[src/hw/rtl/emcal_pkg.sv]
// Package for the millisecond timestamp to calendar field converter.
// Holds widths, reciprocal constants, month tables and the year-start function.
// No dependencies; imported by epoch_ms_to_calendar_fields and its testbench.
`default_nettype none

package emcal_pkg;

  // Field widths of the streams.
  localparam int unsigned EPOCH_W    = 42;
  localparam int unsigned YEAR_W     = 12;
  localparam int unsigned MONTH_W    = 4;
  localparam int unsigned DAY_W      = 5;
  localparam int unsigned HOUR_W     = 5;
  localparam int unsigned MINUTE_W   = 6;
  localparam int unsigned SECOND_W   = 6;
  localparam int unsigned MILLI_W    = 10;
  localparam int unsigned IN_TDATA_W  = 48;
  localparam int unsigned OUT_TDATA_W = 48;

  // Internal widths.
  localparam int unsigned DAYS_W    = 16;
  localparam int unsigned DOY_W     = 9;
  localparam int unsigned IDX_RAW_W = 8;

  // Calendar constants.
  localparam int unsigned FIRST_YEAR    = 1970;
  localparam int unsigned DAYS_COMMON   = 365;
  localparam int unsigned MONTHS        = 12;
  localparam int unsigned YEAR_SPAN_DEF = 131;

  // Reciprocals for exact division by constants: q = (x * RCP) >> SH.
  // Milliseconds to seconds: (t >> 3) / 125 on a 39-bit value.
  localparam int unsigned SH_SEC  = 46;
  localparam logic [63:0] RCP_SEC_W = ((64'd1 << SH_SEC) + 64'd124) / 64'd125;
  localparam logic [39:0] RCP_SEC = RCP_SEC_W[39:0];
  // Seconds to minutes: (s >> 2) / 15 on a 31-bit value.
  localparam int unsigned SH_MIN  = 35;
  localparam logic [63:0] RCP_MIN_W = ((64'd1 << SH_MIN) + 64'd14) / 64'd15;
  localparam logic [31:0] RCP_MIN = RCP_MIN_W[31:0];
  // Minutes to hours: (m >> 2) / 15 on a 25-bit value.
  localparam int unsigned SH_HR   = 29;
  localparam logic [63:0] RCP_HR_W = ((64'd1 << SH_HR) + 64'd14) / 64'd15;
  localparam logic [25:0] RCP_HR = RCP_HR_W[25:0];
  // Hours to days: (h >> 3) / 3 on an 18-bit value.
  localparam int unsigned SH_DAY  = 20;
  localparam logic [63:0] RCP_DAY_W = ((64'd1 << SH_DAY) + 64'd2) / 64'd3;
  localparam logic [18:0] RCP_DAY = RCP_DAY_W[18:0];
  // Days to a year guess: d / 365 on a 16-bit value.
  localparam int unsigned SH_YR   = 25;
  localparam logic [63:0] RCP_YR_W = ((64'd1 << SH_YR) + 64'd364) / 64'd365;
  localparam logic [16:0] RCP_YR = RCP_YR_W[16:0];

  // Cumulative day counts at the start of each month.
  localparam logic [DOY_W-1:0] MONTH_START_COMMON [MONTHS+1] = '{
    9'd0, 9'd31, 9'd59, 9'd90, 9'd120, 9'd151, 9'd181,
    9'd212, 9'd243, 9'd273, 9'd304, 9'd334, 9'd365};
  localparam logic [DOY_W-1:0] MONTH_START_LEAP [MONTHS+1] = '{
    9'd0, 9'd31, 9'd60, 9'd91, 9'd121, 9'd152, 9'd182,
    9'd213, 9'd244, 9'd274, 9'd305, 9'd335, 9'd366};

  // Time of day as it travels down the pipeline.
  typedef struct packed {
    logic [HOUR_W-1:0]   hour;
    logic [MINUTE_W-1:0] minute;
    logic [SECOND_W-1:0] second;
    logic [MILLI_W-1:0]  millisecond;
  } tod_t;

  // Gregorian leap-year rule.
  function automatic logic is_leap(input int unsigned y);
    return ((y % 4 == 0) && (y % 100 != 0)) || (y % 400 == 0);
  endfunction

  // Leap days in the years up to and including y.
  function automatic int unsigned leaps_through(input int unsigned y);
    return y / 4 - y / 100 + y / 400;
  endfunction

  // Days from the epoch to 1 January of year FIRST_YEAR + idx.
  // Only evaluated on constants while building tables.
  function automatic logic [DAYS_W-1:0] year_start(input int unsigned idx);
    int unsigned y;
    int unsigned d;
    y = FIRST_YEAR + idx;
    d = DAYS_COMMON * idx + leaps_through(y - 1) - leaps_through(FIRST_YEAR - 1);
    return DAYS_W'(d);
  endfunction

endpackage

`default_nettype wire

[src/hw/rtl/epoch_ms_to_calendar_fields.sv]
// Top level of the millisecond timestamp to calendar field converter.
// Ten-stage pipeline built from constant reciprocal multiplies and table look-ups.
// Depends on emcal_pkg.
//
//   Channel   Direction  Payload                                         Accepted when
//   s_axis    in         tdata: epoch_millis                             s_axis_tvalid & s_axis_tready
//   m_axis    out        tdata: calendar fields, tuser: in_range          m_axis_tvalid & m_axis_tready
//
// One transaction enters per clock unless back-pressure holds the pipeline; each result
// passes through the ten register stages of the divide and look-up chain.
// The synchronous reset empties every stage; payload registers are not reset.
// Each stage holds only while it is full and the stage after it cannot take its
// contents, so bubbles close up and input is taken while a result waits, if any stage is empty.
`default_nettype none

module epoch_ms_to_calendar_fields
  import emcal_pkg::*;
#(
  parameter int unsigned YEAR_SPAN = YEAR_SPAN_DEF
) (
  input  wire logic                   clk,
  input  wire logic                   rst,
  // Fields from bit 0: epoch_millis[41:0], zero fill [47:42].
  input  wire logic [IN_TDATA_W-1:0]  s_axis_tdata,
  input  wire logic                   s_axis_tvalid,
  output logic                        s_axis_tready,
  // Fields from bit 0: year[11:0], month[15:12], day[20:16], hour[25:21],
  // minute[31:26], second[37:32], millisecond[47:38].
  output logic [OUT_TDATA_W-1:0]      m_axis_tdata,
  // Fields from bit 0: in_range[0].
  output logic                        m_axis_tuser,
  output logic                        m_axis_tvalid,
  input  wire logic                   m_axis_tready
);

  localparam int unsigned NUM_ST = 10;
  localparam int unsigned IDX_W  = (YEAR_SPAN > 1) ? $clog2(YEAR_SPAN + 1) : 1;
  localparam logic [DAYS_W-1:0] DAY_LIMIT = year_start(YEAR_SPAN);

  // Year tables built at elaboration.
  logic [DAYS_W-1:0] year_tab [YEAR_SPAN+1];
  logic [YEAR_SPAN:0] leap_tab;

  for (genvar g = 0; g <= YEAR_SPAN; g++) begin : g_year_tab
    assign year_tab[g] = year_start(g);
    assign leap_tab[g] = is_leap(FIRST_YEAR + g);
  end

  // Stage occupancy and load enables.
  logic [NUM_ST-1:0] vld;
  logic [NUM_ST-1:0] en;

  always_comb begin
    en[NUM_ST-1] = !vld[NUM_ST-1] || m_axis_tready;
    for (int k = NUM_ST - 2; k >= 0; k--) begin
      en[k] = !vld[k] || en[k+1];
    end
  end

  assign s_axis_tready = en[0];

  always_ff @(posedge clk) begin
    if (rst) begin
      vld <= '0;
    end else begin
      if (en[0]) begin
        vld[0] <= s_axis_tvalid;
      end
      for (int k = 1; k < NUM_ST; k++) begin
        if (en[k]) begin
          vld[k] <= vld[k-1];
        end
      end
    end
  end

  // Stage 1: partial products of (t >> 3) times the reciprocal of 125.
  logic [38:0] ms_q;
  logic [39:0] pp_ll, pp_lh;
  logic [38:0] pp_hl, pp_hh;
  logic [9:0]  tlo1;

  assign ms_q = s_axis_tdata[EPOCH_W-1:3];

  always_ff @(posedge clk) begin
    if (en[0]) begin
      pp_ll <= ms_q[19:0]  * RCP_SEC[19:0];
      pp_lh <= ms_q[19:0]  * RCP_SEC[39:20];
      pp_hl <= ms_q[38:20] * RCP_SEC[19:0];
      pp_hh <= ms_q[38:20] * RCP_SEC[39:20];
      tlo1  <= s_axis_tdata[9:0];
    end
  end

  // Stage 2: sum the partial products to get whole seconds.
  logic [59:0] sec_sum;
  logic [32:0] secs2;
  logic [9:0]  tlo2;

  assign sec_sum = 60'({pp_hh, 20'd0}) + 60'(pp_lh) + 60'(pp_hl) + 60'(pp_ll[39:20]);

  always_ff @(posedge clk) begin
    if (en[1]) begin
      secs2 <= sec_sum[SH_SEC-20+32:SH_SEC-20];
      tlo2  <= tlo1;
    end
  end

  // Stage 3: millisecond remainder and the multiply towards minutes.
  logic [9:0]  ms_sub;
  logic [9:0]  ms3;
  logic [5:0]  slo3;
  logic [62:0] prod2_3;

  assign ms_sub = 10'(secs2[9:0] * 10'd1000);

  always_ff @(posedge clk) begin
    if (en[2]) begin
      ms3     <= tlo2 - ms_sub;
      slo3    <= secs2[5:0];
      prod2_3 <= secs2[32:2] * RCP_MIN;
    end
  end

  // Stage 4: second remainder and the multiply towards hours.
  logic [26:0] mins4;
  logic [5:0]  sec_sub;
  logic [9:0]  ms4;
  logic [5:0]  sec4;
  logic [5:0]  mlo4;
  logic [50:0] prod3_4;

  assign mins4   = prod2_3[SH_MIN+26:SH_MIN];
  assign sec_sub = 6'(mins4[5:0] * 6'd60);

  always_ff @(posedge clk) begin
    if (en[3]) begin
      ms4     <= ms3;
      sec4    <= slo3 - sec_sub;
      mlo4    <= mins4[5:0];
      prod3_4 <= mins4[26:2] * RCP_HR;
    end
  end

  // Stage 5: minute remainder and the multiply towards days.
  logic [20:0] hrs5;
  logic [5:0]  min_sub;
  logic [9:0]  ms5;
  logic [5:0]  sec5;
  logic [5:0]  min5;
  logic [4:0]  hlo5;
  logic [36:0] prod4_5;

  assign hrs5    = prod3_4[SH_HR+20:SH_HR];
  assign min_sub = 6'(hrs5[5:0] * 6'd60);

  always_ff @(posedge clk) begin
    if (en[4]) begin
      ms5     <= ms4;
      sec5    <= sec4;
      min5    <= mlo4 - min_sub;
      hlo5    <= hrs5[4:0];
      prod4_5 <= hrs5[20:3] * RCP_DAY;
    end
  end

  // Stage 6: hour remainder, range check and the multiply for the year guess.
  logic [DAYS_W-1:0] days_c;
  logic [4:0]        hr_sub;
  tod_t              tod6;
  logic              ok6;
  logic [DAYS_W-1:0] days6;
  logic [32:0]       prod5_6;

  assign days_c = prod4_5[SH_DAY+DAYS_W-1:SH_DAY];
  assign hr_sub = 5'(days_c[4:0] * 5'd24);

  always_ff @(posedge clk) begin
    if (en[5]) begin
      tod6.hour        <= hlo5 - hr_sub;
      tod6.minute      <= min5;
      tod6.second      <= sec5;
      tod6.millisecond <= ms5;
      ok6              <= days_c < DAY_LIMIT;
      days6            <= days_c;
      prod5_6          <= days_c * RCP_YR;
    end
  end

  // Stage 7: year guess, moved back by one when the day falls before its start.
  logic [IDX_RAW_W-1:0] idx_raw;
  logic [IDX_W-1:0]     idx_clamp;
  logic [IDX_W-1:0]     idx_fix;
  tod_t                 tod7;
  logic                 ok7;
  logic [DAYS_W-1:0]    days7;
  logic [IDX_W-1:0]     idx7;

  assign idx_raw = prod5_6[SH_YR+IDX_RAW_W-1:SH_YR];

  always_comb begin
    if (idx_raw > IDX_RAW_W'(YEAR_SPAN)) begin
      idx_clamp = IDX_W'(YEAR_SPAN);
    end else begin
      idx_clamp = IDX_W'(idx_raw);
    end
    if ((idx_clamp != '0) && (days6 < year_tab[idx_clamp])) begin
      idx_fix = IDX_W'(idx_clamp - 1'b1);
    end else begin
      idx_fix = idx_clamp;
    end
  end

  always_ff @(posedge clk) begin
    if (en[6]) begin
      tod7  <= tod6;
      ok7   <= ok6;
      days7 <= days6;
      idx7  <= idx_fix;
    end
  end

  // Stage 8: day of the year and the leap flag of that year.
  tod_t             tod8;
  logic             ok8;
  logic [IDX_W-1:0] idx8;
  logic [DOY_W-1:0] doy8;
  logic             leap8;

  always_ff @(posedge clk) begin
    if (en[7]) begin
      tod8  <= tod7;
      ok8   <= ok7;
      idx8  <= idx7;
      doy8  <= DOY_W'(days7 - year_tab[idx7]);
      leap8 <= leap_tab[idx7];
    end
  end

  // Stage 9: month from the count of month starts already passed.
  logic [MONTH_W-1:0] month_c;
  tod_t               tod9;
  logic               ok9;
  logic [IDX_W-1:0]   idx9;
  logic [DOY_W-1:0]   doy9;
  logic               leap9;
  logic [MONTH_W-1:0] month9;

  always_comb begin
    month_c = MONTH_W'(1);
    for (int k = 1; k < MONTHS; k++) begin
      if (doy8 >= (leap8 ? MONTH_START_LEAP[k] : MONTH_START_COMMON[k])) begin
        month_c = MONTH_W'(month_c + 1'b1);
      end
    end
  end

  always_ff @(posedge clk) begin
    if (en[8]) begin
      tod9   <= tod8;
      ok9    <= ok8;
      idx9   <= idx8;
      doy9   <= doy8;
      leap9  <= leap8;
      month9 <= month_c;
    end
  end

  // Stage 10: day of the month and the output register; out of range gives zeros.
  logic [MONTH_W-1:0] mon_idx;
  logic [DOY_W-1:0]   mon_start;
  logic [DAY_W-1:0]   day_c;
  logic [YEAR_W-1:0]  res_year;
  logic [MONTH_W-1:0] res_month;
  logic [DAY_W-1:0]   res_day;
  tod_t               res_tod;
  logic               res_ok;

  assign mon_idx   = MONTH_W'(month9 - 1'b1);
  assign mon_start = leap9 ? MONTH_START_LEAP[mon_idx] : MONTH_START_COMMON[mon_idx];
  assign day_c     = DAY_W'(doy9 - mon_start + 9'd1);

  always_ff @(posedge clk) begin
    if (en[9]) begin
      res_ok <= ok9;
      if (ok9) begin
        res_year  <= YEAR_W'(FIRST_YEAR) + YEAR_W'(idx9);
        res_month <= month9;
        res_day   <= day_c;
        res_tod   <= tod9;
      end else begin
        res_year  <= '0;
        res_month <= '0;
        res_day   <= '0;
        res_tod   <= '0;
      end
    end
  end

  // Output stream.
  assign m_axis_tvalid = vld[NUM_ST-1];
  assign m_axis_tuser  = res_ok;
  assign m_axis_tdata  = {res_tod.millisecond, res_tod.second, res_tod.minute,
                          res_tod.hour, res_day, res_month, res_year};

endmodule

`default_nettype wire

[config.mk]
export PLATFORM = sky130hd
export DESIGN_NAME = epoch_ms_to_calendar_fields
export DESIGN_NICKNAME = d
export VERILOG_FILES = /design/src/hw/rtl/emcal_pkg.sv /design/src/hw/rtl/epoch_ms_to_calendar_fields.sv
export SDC_FILE = /design/constraint.sdc
export NUM_CORES = 2
export LEC_CHECK = 0
export BUFFER_PORTS_ARGS = -buffer_cell sky130_fd_sc_hd__buf_2
export CAP_MARGIN = 30
export CORE_ASPECT_RATIO = 0.7
export CORE_MARGIN = 2
export CORE_UTILIZATION = 40
export CTS_CLUSTER_SIZE = 40
export DETAILED_ROUTE_END_ITERATION = 10
export GPL_TIMING_DRIVEN = 1
export PLACE_DENSITY = 0.65
export REMOVE_ABC_BUFFERS = 1
export SLEW_MARGIN = 5
export SYNTH_ARGS = -nofsm -noshare
export SYNTH_HDL_FRONTEND = slang
export SYNTH_SLANG_ARGS = --single-unit
export TNS_END_PERCENT = 20
[constraint.sdc]
create_clock -name clk -period 15.7 [get_ports clk]
set_input_delay 1.57 -clock clk [delete_from_list [all_inputs] [get_ports clk]]
set_output_delay 1.57 -clock clk [all_outputs]
set_load 0.02 [all_outputs]
Yosys cells after proc, flatten, opt, wreduce, memory -nomap -nowiden:

Memory sizes are Yosys's and may differ from the RTL's. A register that Yosys moved wholly into a read port is not among the register bits.
Index checks and enable logic that the tools add are counted.
Widths: inputs -> output; s select.

* output and inout bits: 51
* memories: 5
* bits in registers: 690
* ROM bits: 8736
* word-level logic and storage cells: 181
* input port bits: 52

Memory list
* (no name shown): depth 256, width 16, read ports 1, clocked after memory_dff 0, write ports 0, line epoch_ms_to_calendar_fields.sv:235 `doy8 <= DOY_W'(days7 - year_tab[idx7]);`
* (no name shown): depth 256, width 16, read ports 1, clocked after memory_dff 0, write ports 0, line epoch_ms_to_calendar_fields.sv:207 `if ((idx_clamp != '0) && (days6 < year_tab[idx_clamp])) begin`
* (no name shown): depth 256, width 1, read ports 1, clocked after memory_dff 1, write ports 0, line epoch_ms_to_calendar_fields.sv:236 `leap8 <= leap_tab[idx7];`
* (no name shown): depth 16, width 9, read ports 1, clocked after memory_dff 0, write ports 0, line epoch_ms_to_calendar_fields.sv:280 `assign mon_start = leap9 ? MONTH_START_LEAP[mon_idx] : MONTH_START_COMMON[mon_idx];`
* (no name shown): depth 16, width 9, read ports 1, clocked after memory_dff 0, write ports 0, line epoch_ms_to_calendar_fields.sv:280

* multiply operators: 12
* $add $sub $neg: 23
* reduce and logical (&&, ||, !) cells: 22
* $lt $le $gt $ge: 17
* multiplexer cells: 32
* bitwise gates (word level): 3

Operators with widths (number)
* $mul 20x19->39 const B: 2
* $mul 19x19->38 const B: 2
* $mul 31x32->62 const B: 1
* $add 59x20->59: 1
* $add 59x39->59: 1
* $add 59x40->59: 1
* $mul 25x26->50 const B: 1
* $mux 4: 11
* $add 4x1->4 const B: 10
* $ge 9x8->1: 4
* $mul 18x18->35 const B: 1
* $mul 16x16->32 const B: 1
* $mux 16: 2
* $ge 9x9->1: 3
* $mux 5: 5
* $ge 9x7->1: 2
* $ge 9x9->1 const B: 2
* $mux 9: 2
* $not 8->9: 2
* $lt 16x16->1: 1
* $lt 16x16->1 const B: 1
* $mux 8: 2
* $add 11x8->12 const A: 1
* $mul 6x4->4 const B: 2
* 21 further kinds: 48

Depth between registers and ports, before layout:

* depth in word-level cells: 22
* mapped depth: 31
* gate-level depth less buffers: 31

Least setup slack after synthesis:

No wires, ideal clock.

* kind: in2reg
* from: in m_axis_tready
* to: reg pp_hh[10], enable pin
* data arrival time: 8024 ps
* path buffers: 0
* slack: 5764 ps
* library setup time: 1912 ps
* required time: 13788 ps
* cell stages on the path: 6
* cell sequence: nor2b_1 > and3_1 > and2_1 > nand3_1 > nor2_1 > nand4_1

* word-level cells in the longest chain between the ends: 10

Ends and longest elaborated chain
* from (decl): line epoch_ms_to_calendar_fields.sv:33 `input wire logic m_axis_tready`
* $logic_or 1x1->1: line epoch_ms_to_calendar_fields.sv:54 `en[NUM_ST-1] = !vld[NUM_ST-1] || m_axis_tready;`
* $logic_or 1x1->1 (5 in a row): line epoch_ms_to_calendar_fields.sv:56 `en[k] = !vld[k] || en[k+1];`
* net en[4]: line epoch_ms_to_calendar_fields.sv:51 `logic [NUM_ST-1:0] en;`
* $logic_or 1x1->1 (4 in a row): line epoch_ms_to_calendar_fields.sv:56
* net s_axis_tready: line epoch_ms_to_calendar_fields.sv:26 `output logic s_axis_tready,`
* to (signal assigned): line epoch_ms_to_calendar_fields.sv:90 `pp_hh <= ms_q[38:20] * RCP_SEC[39:20];`
* to (decl): line epoch_ms_to_calendar_fields.sv:80 `logic [38:0] pp_hl, pp_hh;`

The timed path passes the listed nets, and every way through them passes these cells.
A chain may end at the register's enable or synchronous reset.

Final worst setup path:

* from: in s_axis_tdata[26]
* to: reg pp_hl[37] (data pin)

* word-level cells in the longest chain between the ends: 1

Ends and longest elaborated chain
* from (decl): line epoch_ms_to_calendar_fields.sv:24 `input wire logic [IN_TDATA_W-1:0] s_axis_tdata,`
* $mul 19x19->38: line epoch_ms_to_calendar_fields.sv:89 `pp_hl <= ms_q[38:20] * RCP_SEC[19:0];`
* to (signal assigned): line epoch_ms_to_calendar_fields.sv:89
* to (decl): line epoch_ms_to_calendar_fields.sv:80

No other way between the ends.

==> metrics.md <==
| Metric | Value |
|---|---|
| Vias in the first global route | `47400` |
| F_max | `about 120 MHz` |
| Total die area | `181900 um^2` |
| Clock sink total | `561` |
| Core Area | `approximately 180000 um^2` |
| Register bit total from synthesis | `561` |
| Async set-reset flop share out of synthesis | `0%` |
| First-pass GRT wire length | `265200 um` |
| TritonCTS clock tree | `done` |
| Max-Cap Viols | `0` |
| EDFF count, synth | `approximately 550` |
| Distinct cell type count after synthesis | `95` |
| Mapped cell area | `71370 um^2` |
| Status | `finished clean` |
| Worst-margin pin slew | `~950 ps` |
| Nets@finish | `9002` |
| Resize count post-CTS | `0` |
| CP Capture Type | `register` |
| Layout cells sized above 1 | `4.134%` |
| Cts hold-fix bufs | `0` |
| Final Setup Violations | `0` |
| Ys flop type | `edfxtp_1` |
| Sum of negative setup slack | `0 ps` |
| CP Data Required Time | `around 16000 ps` |
| Slew HR | `roughly a third` |
| H-tree Lvls | `2` |
| Worst-skew pair later-pin latency | `about 680 ps` |
| Hold WS | `~400 ps` |
| Commonest non-fill, non-tap cell in the layout | `inv_1` |
| Detail Placement HPWL | `137800 um` |
| Hold WC Path Type | `register to register` |
| Via density | `5.170` |
| TritonCTS Buffers | `58` |
| Post-synth top area share | `24.95%` |
| Register area share after synthesis | `23.46%` |
| Crit path arrival time | `8460 ps` |
| FP Rows | `between 100 and 150` |
| Most frequent cells in the layout | `inv_1, ha_1, fa_1, edfxtp_1, a21oi_1` |
| Gr usage total | `18.49%` |
| Fillers | `16750` |
| Clk pin slew, worst setup/hold paths | `70 ps` |
| Final Max Slew Viols | `0` |
| Die Height | `357.4 um` |
| DR iter-0 viols | `3343` |
| Final WL | `165100 um` |
| Pin count of the biggest net entering global routing | `70` |
| IO buf count | `96` |
| CP max FO | `10` |
| Sequential Area | `16750 um^2` |
| Post-CTS setup buffer count | `0` |
| Io pins | `just over 100` |
| DRC | `0` |
| Average wire per standard cell | `18.22 um` |
| Fin crit share | `about half` |
| Skew final | `33.65 ps` |
| Area leader, netlist | `ha_1` |
| RSZ-0062 raised after global routing | `false` |
| Synth area leaders | `ha_1, fa_1, edfxtp_1, inv_1, xnor2_1` |
| CP Class | `input port to register` |
| CTS Root Cell | `clkbuf_16` |
| Area taken by multi-input logic gates | `between 40000 and 50000 um^2` |
| Area Overhead vs Synth | `7.420%` |
| Via Count | `46840` |
| Global route total overflow | `0` |
| Fin crit period | `8062 ps` |
| Die width | `508.9 um` |
| Initial Util | `between 40 and 50%` |
| DRT antenna net count | `0` |
| Average cell area after synthesis | `10.87 um^2` |
| Max clock buf depth | `3` |
| GP Congestion | `around 0.93` |
| Drt pass-1 iters | `5` |
| Synth Instances | `6566` |
| Synthesis warning total | `0` |
| CP startpoint kind | `input port` |
| Final Hold Fails | `0` |
| Final Util | `between 40% and 50%` |
| Initial antenna violation count | `8` |
## worst paths after layout
path	from	to	slack (ps)	cells after the start
hold / removal	tod6[20]	tod7[20]	410	0
setup / recovery	s_axis_tdata[26]	pp_hl[37]	7640	21
setup reg to reg	prod5_6[31]	idx7[7]	7940	23
hold reg to reg	tod6[20]	tod7[20]	410	0
## layer usage
layer,GRT usage [%],share of wire [%],up-vias,wire (um)
met1,29.11,50,23270,82910
li1,-,-,22230,-
met5,0,0,-,0
met4,2.339,1.1,0,1863
met2,26.80,42,1218,68680
met3,3.313,7.1,125,11640
## worst max-delay path, stage by stage
cell,delay [ps]
buf_2,290
inv_1,150
fa_1,570
inv_1,70
fa_1,460
fa_1,500
fa_1,550
inv_1,60
fa_1,530
inv_1,60
fa_1,470
ha_1,380
and3_1,280
and3_1,210
and3_1,220
a2111oi_0,870
o31a_1,330
o21ai_1,170
o211a_1,280
o41ai_1,320
xnor2_1,110
## area by class of cell
class                   count  area share (%)
repair buffers            130           1.041
inverters                1458           7.139
clock buffers              63           1.945
multi-input cells        4442           63.58
flip-flops and latches    561           21.84
well taps                2358           3.848
diodes                      1        0.003264
clock inverters            47          0.6022
## cell families after synthesis
family	share of synthesized area [%]
simple gates	5.640
compound gates	9.048
fa+ha+maj	49.53
xor+xnor	3.792
buf+inv	8.270
mux	0.2507
flops	23.46
## metrics by stage
stage                     cell area [um^2]  cells  setup slack [ps]
final                                76660   9060              7638
after global routing                 76660   9060              7486
after CTS                            76640   9058              7829
after detailed placement             74690   8948              7150
after global placement               74610   8944              7147
after floorplan                      70940   6461              5764
## sequential cells by signal (all words and copies together), names as in the netlist, 12 cells and up
| signal | flops |
|---|---|
| days6 | 16 |
| m_axis_tdata | 27 |
| pp_hh | 38 |
| pp_hl | 36 |
| pp_lh | 38 |
| pp_ll | 19 |
| prod2_3 | 27 |
| prod3_4 | 21 |
| prod4_5 | 16 |
| res_year | 12 |
| secs2 | 33 |
| tod6 | 27 |
| tod7 | 27 |
| tod8 | 27 |
| tod9 | 27 |
## cells in the mapped netlist, drive strengths merged, types with 11 or more instances
cell	count
nand2b	45
a21o	127
o31ai	22
fa	876
clkbuf	93
o21ai	202
edfxtp	551
and3	32
nor3	56
a21oi	330
o211ai	24
buf	12
o21bai	34
a2111oi	19
and4	11
nand3	63
nand2	194
nor2	204
o21a	30
a211oi	35
xor2	82
nand4	45
a221oi	15
xnor2	220
inv	1458
or3	14
or2	11
nor2b	39
and2	55
ha	1423
a31oi	40
o22ai	12
o311ai	12
Power is left out: the tool's default activity adds up to more than one toggle a clock period on the data nets, which glitch-free logic cannot reach.
